File: config.mk
export PLATFORM = sky130hd
export DESIGN_NAME = codon_adaptation_index
export DESIGN_NICKNAME = d
export VERILOG_FILES = /design/src/hdl/cai_pkg.sv /design/src/hdl/cai_div.sv /design/src/hdl/codon_adaptation_index.sv
export VERILOG_INCLUDE_DIRS = /design/src /design/src/hdl
export SDC_FILE = /design/constraint.sdc
export NUM_CORES = 2
export LEC_CHECK = 0
export ABC_AREA = 1
export BUFFER_PORTS_ARGS = -buffer_cell sky130_fd_sc_hd__clkbuf_2
export CAP_MARGIN = 20
export CORE_ASPECT_RATIO = 0.7
export CORE_MARGIN = 2
export CORE_UTILIZATION = 30
export CTS_BUF_LIST = sky130_fd_sc_hd__clkbuf_4 sky130_fd_sc_hd__clkbuf_8 sky130_fd_sc_hd__clkbuf_16
export DETAILED_ROUTE_END_ITERATION = 12
export SLEW_MARGIN = 20
export SYNTH_ARGS = -nofsm -noshare
export SYNTH_HDL_FRONTEND = slang
export SYNTH_SLANG_ARGS = --single-unit
File: constraint.sdc
create_clock -name clk -period 8.74 [get_ports clk]
set_clock_uncertainty 0.1 [all_clocks]
set_input_delay 0.437 -clock clk [delete_from_list [all_inputs] [get_ports clk]]
set_output_delay 0.437 -clock clk [all_outputs]
set_load 0.005 [all_outputs]
File: src/hdl/codon_adaptation_index_macros.svh
// assertion macros shared by the codon adaptation index rtl
// no dependencies; take in by `include inside a module body
`ifndef CODON_ADAPTATION_INDEX_MACROS_SVH
`define CODON_ADAPTATION_INDEX_MACROS_SVH

// same-cycle implication, disabled while reset is asserted
`define CAI_ASSERT_NOW(lbl, clk, rst_n, ante, cons, msg) \
	lbl: assert property (@(posedge clk) disable iff (!rst_n) (ante) |-> (cons)) \
		else $error(msg);

// next-cycle implication, disabled while reset is asserted
`define CAI_ASSERT_NEXT(lbl, clk, rst_n, ante, cons, msg) \
	lbl: assert property (@(posedge clk) disable iff (!rst_n) (ante) |=> (cons)) \
		else $error(msg);

`endif

File: src/hdl/cai_pkg.sv
// shared types and constants of the codon adaptation index block
// no dependencies; used by cai_div and codon_adaptation_index
`timescale 1ns / 1ps

package cai_pkg;

	// default parameter values
	localparam int CAI_MAX_LEN       = 65536;
	localparam int CAI_LOG_FRAC_BITS = 12;
	localparam int CAI_OUT_FRAC_BITS = 15;

	// codon table
	localparam int ROM_DEPTH = 64;
	localparam int CODON_W   = 6;
	localparam int unsigned MAG_SCALE = 10000000;

	// -ln(weight) in units of 1e-7, indexed by the three 2-bit base codes
	localparam logic [31:0] LOG_MAG [ROM_DEPTH] = '{
		32'd2744368,  32'd5798185,  32'd14271164, 32'd8209806,
		32'd19661129, 32'd8209806,  32'd14696760, 32'd16607312,
		32'd35065579, 32'd13470736, 32'd35065579, 32'd19661129,
		32'd24079456, 32'd8675006,  32'd0,        32'd7133499,
		32'd10498221, 32'd5447272,  32'd4307829,  32'd8675006,
		32'd16607312, 32'd21202635, 32'd6733446,  32'd17147984,
		32'd28134107, 32'd9162907,  32'd23025851, 32'd9675840,
		32'd32188758, 32'd23025851, 32'd6931472,  32'd22072749,
		32'd3710637,  32'd9675840,  32'd11711830, 32'd4780358,
		32'd15606477, 32'd13093333, 32'd10788097, 32'd17147984,
		32'd20402208, 32'd9942523,  32'd18971200, 32'd10498221,
		32'd18325815, 32'd14696760, 32'd15141277, 32'd9416085,
		32'd4462871,  32'd5621189,  32'd24079456, 32'd8439701,
		32'd20402208, 32'd18971200, 32'd18971200, 32'd17719568,
		32'd13093333, 32'd5798185,  32'd0,        32'd8209806,
		32'd21202635, 32'd5447272,  32'd20402208, 32'd8675006
	};

	// e^-1 in unsigned q.32
	localparam logic [31:0] INV_E_Q32 = 32'd1580030169;

	// exp series length cap and shortest useful sequence
	localparam int KMAX    = 40;
	localparam int MIN_LEN = 3;

	// result status codes
	typedef logic [1:0] status_t;
	localparam status_t STAT_OK    = 2'd0;
	localparam status_t STAT_SHORT = 2'd1;
	localparam status_t STAT_NONE  = 2'd2;

	// divider status
	typedef struct packed {
		logic busy;
		logic done;
	} div_stat_t;

endpackage

File: src/hdl/cai_div.sv
// iterative restoring divider, one quotient bit per cycle
// depends on cai_pkg (div_stat_t) and codon_adaptation_index_macros.svh
`timescale 1ns / 1ps

module cai_div #(
	parameter int W  = 32,
	parameter int DW = 15
) (
	input  logic              clk,
	input  logic              arst_n,
	input  logic              start,
	input  logic [W-1:0]      dividend,
	input  logic [DW-1:0]     divisor,
	output logic [W-1:0]      quotient,
	output cai_pkg::div_stat_t stat
);
	import cai_pkg::*;
	`include "codon_adaptation_index_macros.svh"

	localparam int CW = $clog2(W + 1);

	logic [DW-1:0] rem_q;
	logic [DW-1:0] dvs_q;
	logic [W-1:0]  quo_q;
	logic [CW-1:0] cnt_q;
	div_stat_t     stat_q;
	logic [DW+1:0] trial;
	logic          fits;

	// shift in the next dividend bit and try the subtract
	assign trial = {1'b0, rem_q, quo_q[W-1]} - {2'b00, dvs_q};
	assign fits  = !trial[DW+1];

	always_ff @(posedge clk or negedge arst_n) begin
		if (!arst_n) begin
			stat_q <= '0;
			cnt_q  <= '0;
		end else if (start) begin
			stat_q.busy <= 1'b1;
			stat_q.done <= 1'b0;
			cnt_q       <= CW'(W);
		end else if (stat_q.busy) begin
			cnt_q <= cnt_q - CW'(1);
			if (cnt_q == CW'(1)) begin
				stat_q.busy <= 1'b0;
				stat_q.done <= 1'b1;
			end
		end else begin
			stat_q.done <= 1'b0;
		end
	end

	always_ff @(posedge clk) begin
		if (start) begin
			rem_q <= '0;
			dvs_q <= divisor;
			quo_q <= dividend;
		end else if (stat_q.busy) begin
			rem_q <= fits ? trial[DW-1:0] : {rem_q[DW-2:0], quo_q[W-1]};
			quo_q <= {quo_q[W-2:0], fits};
		end
	end

	assign quotient = quo_q;
	assign stat     = stat_q;

	`CAI_ASSERT_NOW(a_start_idle, clk, arst_n, start, !stat_q.busy, "divider started while busy")
	`CAI_ASSERT_NEXT(a_start_busy, clk, arst_n, start, stat_q.busy && !stat_q.done, "divider did not start")
	`CAI_ASSERT_NOW(a_done_idle, clk, arst_n, stat_q.done, !stat_q.busy, "divider done while busy")

endmodule

File: src/hdl/codon_adaptation_index.sv
// codon adaptation index: streaming codon scorer with divide and exp finish
// depends on cai_pkg, cai_div and codon_adaptation_index_macros.svh
`timescale 1ns / 1ps

// Takes one nucleotide byte per item on the sym channel and gives one result
// item on the res channel for each item that carries last. While a sequence
// streams in, an item is taken every cycle. After the last item the block
// stalls the sym channel for the finish: a state of checks, then, when
// there is a valid codon, mean = sum / count on a restoring divider of
// DIV_W = max(accumulator width, 32) bits, an e^-f series of up to about
// 13 terms at default widths, each a multiply plus a divide on the same
// divider, up to three e^-1 multiply and round steps, and a closing power
// step and the load of the output register. Short and codon-less sequences
// go from the checks straight to the output load. A finished result waits
// in the output register; the next sequence streams in while it waits, and
// its own finish holds until that register is free. Bytes past MAX_LEN are
// dropped silently, lowercase or unknown bytes void their frame, U counts
// as T, and a trailing partial frame is ignored.
module codon_adaptation_index #(
	parameter int MAX_LEN       = cai_pkg::CAI_MAX_LEN,
	parameter int LOG_FRAC_BITS = cai_pkg::CAI_LOG_FRAC_BITS,
	parameter int OUT_FRAC_BITS = cai_pkg::CAI_OUT_FRAC_BITS
) (
	input  logic        clk,
	input  logic        arst_n,
	// input item channel
	input  logic        sym_valid,
	output logic        sym_stall,
	input  logic [7:0]  symbol,
	input  logic        last,
	// result item channel
	output logic        res_valid,
	input  logic        res_stall,
	output logic [15:0] cai_value,
	output logic [14:0] valid_codons,
	output logic [1:0]  status
);
	import cai_pkg::*;
	`include "codon_adaptation_index_macros.svh"

	// widths that follow from the parameters
	localparam int LEN_W   = $clog2(MAX_LEN + 1);
	localparam int TALLY_W = $clog2(MAX_LEN / 3 + 1);
	localparam int QW      = LOG_FRAC_BITS + 2;      // rom magnitude stays below 4.0
	localparam int ACC_W   = QW + TALLY_W;
	localparam int NW      = QW - LOG_FRAC_BITS;      // integer part of the mean
	localparam int DIV_W   = (ACC_W > 32) ? ACC_W : 32;
	localparam int DIV_DW  = (TALLY_W > 6) ? TALLY_W : 6;
	localparam int KW      = $clog2(KMAX + 1);

	// ascii codes
	localparam logic [7:0] CH_A = 8'h41;
	localparam logic [7:0] CH_C = 8'h43;
	localparam logic [7:0] CH_G = 8'h47;
	localparam logic [7:0] CH_T = 8'h54;
	localparam logic [7:0] CH_U = 8'h55;

	// sequencer states
	localparam logic [3:0] S_ACC   = 4'd0;  // streaming bytes
	localparam logic [3:0] S_FIN   = 4'd1;  // classify the sequence
	localparam logic [3:0] S_MEAN  = 4'd2;  // wait for sum / count
	localparam logic [3:0] S_MUL   = 4'd3;  // term * f
	localparam logic [3:0] S_TDIV  = 4'd4;  // start term / k
	localparam logic [3:0] S_TWAIT = 4'd5;  // wait for term / k
	localparam logic [3:0] S_POW   = 4'd6;  // v * e^-1
	localparam logic [3:0] S_PRND  = 4'd7;  // round the product back
	localparam logic [3:0] S_OUT   = 4'd8;  // load the result item

	localparam logic [32:0] V_ONE = 33'h1_0000_0000;

	// log weight magnitudes rounded to LOG_FRAC_BITS, worked out at elaboration
	logic [QW-1:0] rom_tbl [ROM_DEPTH];
	for (genvar gi = 0; gi < ROM_DEPTH; gi++) begin : g_rom
		localparam logic [63:0] QV = ((64'(LOG_MAG[gi]) << LOG_FRAC_BITS)
			+ 64'(MAG_SCALE / 2)) / 64'(MAG_SCALE);
		assign rom_tbl[gi] = QV[QW-1:0];
	end

	// base decode: {bad, code}, a before c before g before t
	function automatic logic [2:0] nuc_decode(logic [7:0] s);
		logic [2:0] r;
		unique case (s) inside
			CH_A:       r = 3'b000;
			CH_C:       r = 3'b001;
			CH_G:       r = 3'b010;
			CH_T, CH_U: r = 3'b011;
			default:    r = 3'b100;
		endcase
		return r;
	endfunction

	logic [3:0]         state_q;
	logic [3:0]         frame_codes_q;
	logic               frame_bad_q;
	logic [1:0]         phase_q;
	logic [LEN_W-1:0]   total_q;
	logic [ACC_W-1:0]   acc_q;
	logic [TALLY_W-1:0] tally_q;

	// finish datapath
	status_t            status_q;
	logic [32:0]        v_q;       // running e^-t, q.32
	logic [31:0]        term_q;    // current series term, q.32
	logic [31:0]        f_q;       // fractional part of t, q.32
	logic [KW-1:0]      k_q;
	logic [NW-1:0]      n_q;
	logic [64:0]        prod_q;

	// output register
	logic               res_valid_q;
	logic [15:0]        cai_value_q;
	logic [14:0]        valid_codons_q;
	status_t            status_out_q;

	logic [2:0]         dec;
	logic [CODON_W-1:0] codon_idx;
	logic               seq_ok;
	logic               res_take;
	logic               out_free;

	// shared multiplier
	logic [32:0]        mul_a;
	logic [31:0]        mul_b;
	logic [64:0]        mul_p;
	logic [64:0]        rnd_sum;

	// shared divider
	logic               div_start;
	logic [DIV_W-1:0]   div_dividend;
	logic [DIV_DW-1:0]  div_divisor;
	logic [DIV_W-1:0]   div_quo;
	div_stat_t          div_stat;

	logic [QW-1:0]      mean_t;
	logic [31:0]        mean_f;
	logic [31:0]        term_d;
	logic [33:0]        out_rnd;
	logic [33:0]        out_val;
	logic [31:0]        tally_ext;

	assign dec       = nuc_decode(symbol);
	assign codon_idx = {frame_codes_q, dec[1:0]};
	assign sym_stall = (state_q != S_ACC);
	assign res_take  = res_valid_q && !res_stall;
	assign out_free  = !res_valid_q || !res_stall;
	assign seq_ok    = (total_q >= LEN_W'(MIN_LEN)) && (tally_q != '0);

	// term * f during the series, v * e^-1 during the power steps
	assign mul_a   = (state_q == S_MUL) ? {1'b0, term_q} : v_q;
	assign mul_b   = (state_q == S_MUL) ? f_q : INV_E_Q32;
	assign mul_p   = 65'(mul_a) * 65'(mul_b);
	assign rnd_sum = prod_q + (65'(1) << 31);

	// sum / count once, then term / k for each series term
	assign div_start    = ((state_q == S_FIN) && seq_ok) || (state_q == S_TDIV);
	assign div_dividend = (state_q == S_FIN) ? DIV_W'(acc_q) : DIV_W'(prod_q[63:32]);
	assign div_divisor  = (state_q == S_FIN) ? DIV_DW'(tally_q) : DIV_DW'(k_q);

	cai_div #(
		.W  (DIV_W),
		.DW (DIV_DW)
	) u_div (
		.clk      (clk),
		.arst_n   (arst_n),
		.start    (div_start),
		.dividend (div_dividend),
		.divisor  (div_divisor),
		.quotient (div_quo),
		.stat     (div_stat)
	);

	// t = floor(sum / count) splits into integer n and fraction f
	assign mean_t = div_quo[QW-1:0];
	assign mean_f = {mean_t[LOG_FRAC_BITS-1:0], {(32 - LOG_FRAC_BITS){1'b0}}};
	assign term_d = div_quo[31:0];

	// round q.32 to OUT_FRAC_BITS, saturate to the port
	assign out_rnd   = {1'b0, v_q} + (34'(1) << (31 - OUT_FRAC_BITS));
	assign out_val   = out_rnd >> (32 - OUT_FRAC_BITS);
	assign tally_ext = 32'(tally_q);

	always_ff @(posedge clk or negedge arst_n) begin
		if (!arst_n) begin
			state_q       <= S_ACC;
			frame_codes_q <= '0;
			frame_bad_q   <= 1'b0;
			phase_q       <= '0;
			total_q       <= '0;
			acc_q         <= '0;
			tally_q       <= '0;
			res_valid_q   <= 1'b0;
		end else begin
			// a take while the next result loads is handled in the load
			if (res_take && state_q != S_OUT) begin
				res_valid_q <= 1'b0;
			end
			unique case (state_q)
				S_ACC: begin
					if (sym_valid) begin
						// bytes past the length cap are dropped
						if (total_q < LEN_W'(MAX_LEN)) begin
							total_q <= total_q + LEN_W'(1);
							unique case (phase_q)
								2'd0: begin
									frame_bad_q   <= dec[2];
									frame_codes_q <= {dec[1:0], 2'b00};
									phase_q       <= 2'd1;
								end
								2'd1: begin
									frame_bad_q   <= frame_bad_q || dec[2];
									frame_codes_q <= {frame_codes_q[3:2], dec[1:0]};
									phase_q       <= 2'd2;
								end
								default: begin
									if (!frame_bad_q && !dec[2]) begin
										acc_q   <= acc_q + ACC_W'(rom_tbl[codon_idx]);
										tally_q <= tally_q + TALLY_W'(1);
									end
									phase_q <= 2'd0;
								end
							endcase
						end
						if (last) begin
							state_q <= S_FIN;
						end
					end
				end
				S_FIN: begin
					if (total_q < LEN_W'(MIN_LEN)) begin
						state_q <= S_OUT;
					end else if (tally_q == '0) begin
						state_q <= S_OUT;
					end else begin
						state_q <= S_MEAN;
					end
				end
				S_MEAN: begin
					if (div_stat.done) begin
						// n never exceeds 3 with this table, so no underflow cut
						if (mean_f == '0) begin
							state_q <= S_POW;
						end else begin
							state_q <= S_MUL;
						end
					end
				end
				S_MUL: begin
					state_q <= S_TDIV;
				end
				S_TDIV: begin
					state_q <= S_TWAIT;
				end
				S_TWAIT: begin
					if (div_stat.done) begin
						if (term_d == '0 || k_q == KW'(KMAX)) begin
							state_q <= S_POW;
						end else begin
							state_q <= S_MUL;
						end
					end
				end
				S_POW: begin
					if (n_q == '0) begin
						state_q <= S_OUT;
					end else begin
						state_q <= S_PRND;
					end
				end
				S_PRND: begin
					state_q <= S_POW;
				end
				S_OUT: begin
					if (out_free) begin
						res_valid_q   <= 1'b1;
						// clear for the next sequence
						frame_codes_q <= '0;
						frame_bad_q   <= 1'b0;
						phase_q       <= '0;
						total_q       <= '0;
						acc_q         <= '0;
						tally_q       <= '0;
						state_q       <= S_ACC;
					end
				end
				default: begin
					state_q <= S_ACC;
				end
			endcase
		end
	end

	// finish datapath and output payload, no reset
	always_ff @(posedge clk) begin
		case (state_q)
			S_FIN: begin
				if (total_q < LEN_W'(MIN_LEN)) begin
					status_q <= STAT_SHORT;
				end else if (tally_q == '0) begin
					status_q <= STAT_NONE;
				end else begin
					status_q <= STAT_OK;
				end
			end
			S_MEAN: begin
				if (div_stat.done) begin
					n_q    <= mean_t[QW-1:LOG_FRAC_BITS];
					f_q    <= mean_f;
					term_q <= mean_f;
					k_q    <= KW'(2);
					v_q    <= V_ONE - {1'b0, mean_f};
				end
			end
			S_MUL: begin
				prod_q <= mul_p;
			end
			S_TWAIT: begin
				if (div_stat.done && term_d != '0) begin
					// odd terms subtract, even terms add
					if (k_q[0]) begin
						v_q <= v_q - {1'b0, term_d};
					end else begin
						v_q <= v_q + {1'b0, term_d};
					end
					term_q <= term_d;
					k_q    <= k_q + KW'(1);
				end
			end
			S_POW: begin
				if (n_q != '0) begin
					prod_q <= mul_p;
				end
			end
			S_PRND: begin
				v_q <= rnd_sum[64:32];
				n_q <= n_q - NW'(1);
			end
			S_OUT: begin
				if (out_free) begin
					status_out_q <= status_q;
					if (status_q != STAT_OK) begin
						cai_value_q <= '0;
					end else if (|out_val[33:16]) begin
						cai_value_q <= 16'hFFFF;
					end else begin
						cai_value_q <= out_val[15:0];
					end
					valid_codons_q <= (tally_ext > 32'h7FFF) ? 15'h7FFF : tally_ext[14:0];
				end
			end
			default: begin
			end
		endcase
	end

	assign res_valid    = res_valid_q;
	assign cai_value    = cai_value_q;
	assign valid_codons = valid_codons_q;
	assign status       = status_out_q;

	`CAI_ASSERT_NOW(a_ok_has_codons, clk, arst_n, res_valid && status == STAT_OK, valid_codons != '0, "ok result without codons")
	`CAI_ASSERT_NOW(a_fail_zero, clk, arst_n, res_valid && status != STAT_OK, cai_value == '0, "failed result with nonzero value")
	`CAI_ASSERT_NOW(a_len_cap, clk, arst_n, 1'b1, total_q <= LEN_W'(MAX_LEN) && phase_q != 2'd3, "length or frame phase out of range")

endmodule
[After elaboration in Yosys (flattened, before gate mapping)]
Memory sizes are Yosys's and may differ from the RTL's.
Index checks and enable logic that the tools add are counted.
Storage, ports and cells
  flip-flop bits (word level): 328
  bits in read-only memories: 896
  logic and storage cells: 198
  memories: 1
Cells by class
  $add $sub $neg: 12
  $mul: 1
  $lt $le $gt $ge: 5
  equal/unequal tests: 31
  mux-type cells: 76
  bitwise logic cells: 1
  reductions and logical operators: 45
Memories
  (no name shown): depth 64, width 14, rd ports 1, clocked after Yosys merged registers in 0, wr ports 0, line codon_adaptation_index.sv:216  | acc_q <= acc_q + ACC_W'(rom_tbl[codon_idx]);
Operators with widths (number)
  $mux 32: 6
  $mux 29: 5
  $mux 33: 4
  $pmux 65 s2: 1
  $pmux 33 s3: 1
  $mux 15: 6
  $add 65x32->65 const B: 1
  $mul 33x32->65: 1
  $mux 65: 1
  $logic_not 32->1: 2
  $pmux 32 s2: 1
  $pmux 29 s2: 1
  $mux 17: 3
  $eq 8x7->1 const B: 5
  $mux 4: 10
  $pmux 4 s9: 1
  $add 33x17->34 const B: 1
  $pmux 17 s2: 1
  $add 33x32->33: 1
  $sub 33x32->33: 1
  $sub 33x32->33 const A: 1
  $reduce_bool 32->1: 1
  $mux 6: 5
  $pmux 15 s2: 1
  other kinds (51): 110

[Logic depth before layout (Yosys ltp)]
  word-level depth: 13
  mapped depth: 36

[Hierarchy]
A second synthesis with hierarchy kept.
Second synthesis, totals
  cells, all modules: 6006
  area, all modules: 46066.7 µm²
By module, submodules not included
  codon_adaptation_index: instances 1, cells each 5511, area each 42112.9 µm²
  cai_div: instances 1, cells each 495, area each 3953.8 µm²

[Worst setup path before layout]
OpenSTA, ideal clock, no wires.
  kind: reg2reg
  start: register state_q[1]
  end: register prod_q[62], data pin
  setup time: 0.252 ns
  arrival: 6.995 ns
  setup slack: 1.393 ns
  stages on the path, launching flop included: 32
  buffers on the path: 3
  period minus slack after synthesis: 7.347 ns
  path through: dfrtp_1 -> nand2_2 -> inv_1 -> nand2_1 -> buf_2 -> buf_4 -> nor2_2 -> inv_1 -> clkbuf_1 -> nor2_1 -> fa_1 -> inv_1 -> fa_1 -> inv_1 -> fa_1 -> fa_1 -> fa_1 -> fa_1 -> fa_1 -> inv_1 -> fa_1 -> inv_1 -> ha_1 -> nand2_1 -> inv_1 -> a21oi_1 -> a21boi_0 -> o21ai_0 -> o21ai_0 -> nand2_1 -> nand2_1 -> nand2_1
Between the ends
  word-level cells in the longest chain between the ends: 5
  elaborated cells on any way between the ends: 7
  classes of those cells: mul (1); eq/ne (2); mux (4)
RTL lines
  start, declared: line codon_adaptation_index.sv:92  | logic [3:0] state_q;
  start signal, assigned: line codon_adaptation_index.sv:184  | state_q <= S_ACC;
  start signal, assigned: line codon_adaptation_index.sv:224  | state_q <= S_FIN;
  start signal, assigned: line codon_adaptation_index.sv:230  | state_q <= S_OUT;
  $eq 4x2->1 (*): line codon_adaptation_index.sv:149, codon_adaptation_index.sv:150
  $mux 33 or $mux 32 (tied branches): line codon_adaptation_index.sv:149, codon_adaptation_index.sv:150
  $mul 33x32->65 (*): line codon_adaptation_index.sv:151  | assign mul_p = 65'(mul_a) * 65'(mul_b);
  net mul_p[62]: line codon_adaptation_index.sv:124  | logic [64:0] mul_p;
  $mux 65: line codon_adaptation_index.sv:329  | if (n_q != '0) begin
  $pmux 65 s2 (*): line codon_adaptation_index.sv:294  | case (state_q)
  end signal, assigned: line codon_adaptation_index.sv:314  | prod_q <= mul_p;
  end signal, assigned: line codon_adaptation_index.sv:330  | prod_q <= mul_p;
  end, declared: line codon_adaptation_index.sv:107  | logic [64:0] prod_q;
The timed path passes the listed nets; every way through them passes the cells marked *. The select of a mux whose other input is x is not followed.
A chain may end at the register's enable or synchronous reset.

[Worst setup path after layout]
  start: register state_q[2]
  end: register prod_q[55], data pin
Same word-level chain as after synthesis.

==> summary.md <==
| Metric | Value |
|---|---|
| Nets | `6974` |
| CP max stage cell | `fa_2` |
| Gr ovfl total | `0` |
| Final setup margin | `between 0.3 and 0.4 ns` |
| Max Slew Vio Count | `0` |
| Gate Count Post-Synth | `between 5000 and 6000` |
| Cell Count, Final, Fillers Out | `approximately 8000` |
| Via count of the first global-routing pass | `39420` |
| Number of distinct library cells after synthesis | `64` |
| FF-to-FF End | `prod_q[55]` |
| Asr flop ratio synth | `roughly 27%` |
| Worst reg2reg startpoint | `state_q[2]` |
| Final setup violation count | `0` |
| Insertion delay to the later sink of the worst-skew pair | `between 0.5 and 0.6 ns` |
| Die Wd | `approximately 470 um` |
| Iteration-0 DRC Markers | `a little over 5000` |
| Die extent in y | `~330 um` |
| Tmin final | `around 8.4 ns` |
| Crit path from | `state_q[2]` |
| Crit Path Max Fanout | `24` |
| Avg Vias per Cell | `approximately 5.1` |
| Synth warnings | `0` |
| Post-Place Cells | `slightly below 8000` |
| CP arrival | `8.61 ns` |
| Std-Cell Rows | `between 100 and 150` |
| Critical Path Source Type | `flip-flop` |
| Postcts setup bufs | `0` |
| Slew headroom | `between 10% and 20%` |
| IO Pins | `48` |
| Max Freq | `between 100 and 150 MHz` |
| Final hold vios | `0` |
| DRC | `0` |
| Starting density of the core | `a little under a third` |
| H-Tree Depth | `2` |
| Fin Hold WS | `between 0.1 and 0.15 ns` |
| Drt total wl | `approximately 180000 um` |
| Critical path's most frequent cell | `nand2_1` |
| Largest net degree at the start of global routing | `87` |
| Max Root-Sink Buffers | `3` |
| Register area share after synthesis | `a little under a fifth` |
| Max incr delay on CP | `0.72 ns` |
| Endpoint class of the critical path | `flip-flop` |
| Max Cap Viol | `0` |
| CTS tree | `yes` |
| Port Buf Inserts | `47` |
| Final antenna-violating net count | `0` |
| Synth Cell Area | `45900 um2` |
| DR WL/cell | `between 20 and 25 um` |
| Min-delay worst type | `in2async` |
| CTS sink cnt | `slightly below 300` |
| Clk root buf | `clkbuf_16` |
| Worst EP required | `between 8 and 9 ns` |
| Post-route setup TNS | `0 ns` |
| Register clock-pin slew on the reported worst setup and hold paths | `roughly 0.070 ns` |
| Initial antenna violation count | `5` |
| #FFs+latches synth | `297` |
| GR Util All Layers | `23.0%` |
| DP HPWL | `about 160000 um` |
| Post-Place Worst Slack | `about 0.33 ns` |
| Main synth FF type | `edfxtp_1` |
| Worst Max-Slew Pin Slew | `about 1.2 ns` |
| Status | `finished clean` |
| DR pass1 iterations | `8` |
| Die Footprint | `around 160000 um2` |
| Final period util | `95.8%` |
| Post-synth EDFFs | `around 200` |
| Synth Area per Inst | `a little under 8 um2` |
| Crit path kind | `reg2reg` |
| Fraction of layout cells with a size suffix above 1 | `5.63%` |
| Core Box Area | `between 150000 and 200000 um2` |
| Destination of the critical timing path | `prod_q[55]` |
| FF-to-FF setup slack | `between 0.3 and 0.4 ns` |
| Vias | `just over 40000` |
| Routability congestion estimate | `1.05` |
| First-pass GRT wire length | `around 270000 um` |
| Worst r2r path cells | `28` |
| Area Growth Syn to Fin | `9.75%` |
| Clock buffer count from CTS | `36` |
| RSZ-0062 raised after global routing | `false` |
==> logic make-up (layout without fill, tap and decap cells) <==
logic type                 after synthesis  in the layout  synth area share [%]
xor gates and xnor gates                91             91                  1.74
other                                    2              8                0.0164
and+or+nand+nor                       2270           2270                  20.7
AOI/OAI and AO/OA                      676            676                  8.43
adders and majority gates             1043           1043                  38.8
buffers and inverters                 1457           1563                  12.1
DFF                                    297            297                  18.2
==> what timing repair did <==
item                                    4_1_cts  5_1_grt
hold buffers                                  2        0
endpoints found under the setup margin        0       23
hold endpoints to repair                     13        0
resized for setup                             0       17
==> state kept, by name (all words and copies together), names as in the netlist, 2 cells and up <==
| signal | cells |
|---|---|
| acc_q | 29 |
| cai_value | 16 |
| f_q | 12 |
| frame_codes_q | 4 |
| k_q | 6 |
| n_q | 2 |
| phase_q | 2 |
| prod_q | 34 |
| state_q | 4 |
| status | 2 |
| status_q | 2 |
| tally_q | 15 |
| term_q | 32 |
| total_q | 17 |
| u_div.cnt_q | 6 |
| u_div.dvs_q | 15 |
| u_div.quotient | 32 |
| u_div.rem_q | 15 |
| u_div.stat | 2 |
| v_q | 33 |
| valid_codons | 15 |
==> worst max-delay path, delay by kind of cell (launching register included) <==
family                     cells  cell delay [ns]
adders and majority gates      9             4.42
DFF                            1             0.39
buffers and inverters          7             1.27
and+or+nand+nor                7             0.91
AOI/OAI and AO/OA              5             1.00
==> Yosys cell counts, types with 67 or more instances <==
cell type  instances  share of area [%]
ha_1             410                 11
xor2_1            67                1.3
o21ai_0          269                2.9
fa_1             633                 28
nor3_1            71               0.77
inv_1           1314                 11
nand4_1           73               0.99
nor2_1           630                5.2
clkbuf_1          72               0.59
dfrtp_1           81                4.4
a21oi_1          215                2.3
edfxtp_1         201                 13
nand3_1          249                2.7
nand2_1         1136                9.3
==> how the worst min path moves through the flow <==
| stage | from | endpoint | cells after the start |
|---|---|---|---|
| floorplan | arst_n | acc_q[0] | 0 |
| global placement | arst_n | u_div.cnt_q[3] | 1 |
| detailed placement | arst_n | u_div.cnt_q[3] | 1 |
| CTS | arst_n | state_q[1] | 2 |
| global route | arst_n | state_q[1] | 2 |
| finish | arst_n | state_q[3] | 2 |
==> metal layers <==
metal	share of wire [%]	track usage, %	vias up
met2	37	29.3	2027
met3	13	7.65	171
li1	-	-	18309
met5	0.0072	0	-
met4	2.2	4.33	2
met1	48	36.6	19711
==> per-stage QoR <==
| step | utilization [%] | area [um2] |
|---|---|---|
| floorplan | - | 45900 |
| global placement | 32.2 | 49000 |
| detailed placement | 32.2 | 49000 |
| CTS | 33.0 | 50300 |
| global route | 33.1 | 50400 |
| finish | 33.1 | 50400 |
==> layout make-up <==
cell class	instances	area, um2
multi-input cells	4086	32100
diodes	2	5.00
clock buffers	42	946
inverters	1335	5020
well taps	2013	2520
repair buffers	162	1130
flip-flops and latches	297	8360
clock inverters	24	345
fillers	16155	102000
==> cells in the final DEF, fill, tap and decap left out, drive strengths merged, types with 4 or more instances in the layout <==
cell type / n
o211ai: 39
clkbuf: 88
nand3b: 13
or2: 25
nand3: 255
xnor2: 24
o31ai: 18
clkinv: 16
xor2: 67
fa: 633
dfrtp: 81
nand4: 73
nor2: 648
nand2: 1148
o21a: 15
o21bai: 21
edfxtp: 201
conb: 6
buf: 114
and3: 4
o21ai: 292
bufinv: 7
o22ai: 19
a21boi: 7
dfxtp: 15
inv: 1331
and2: 4
nor3b: 4
nor3: 74
clkinvlp: 5
ha: 410
a21oi: 217
nor4: 22
a21o: 17
a31oi: 17
Power is not shown: default switching activity piles up to over one toggle a cycle in this logic, so the estimate is an artifact.
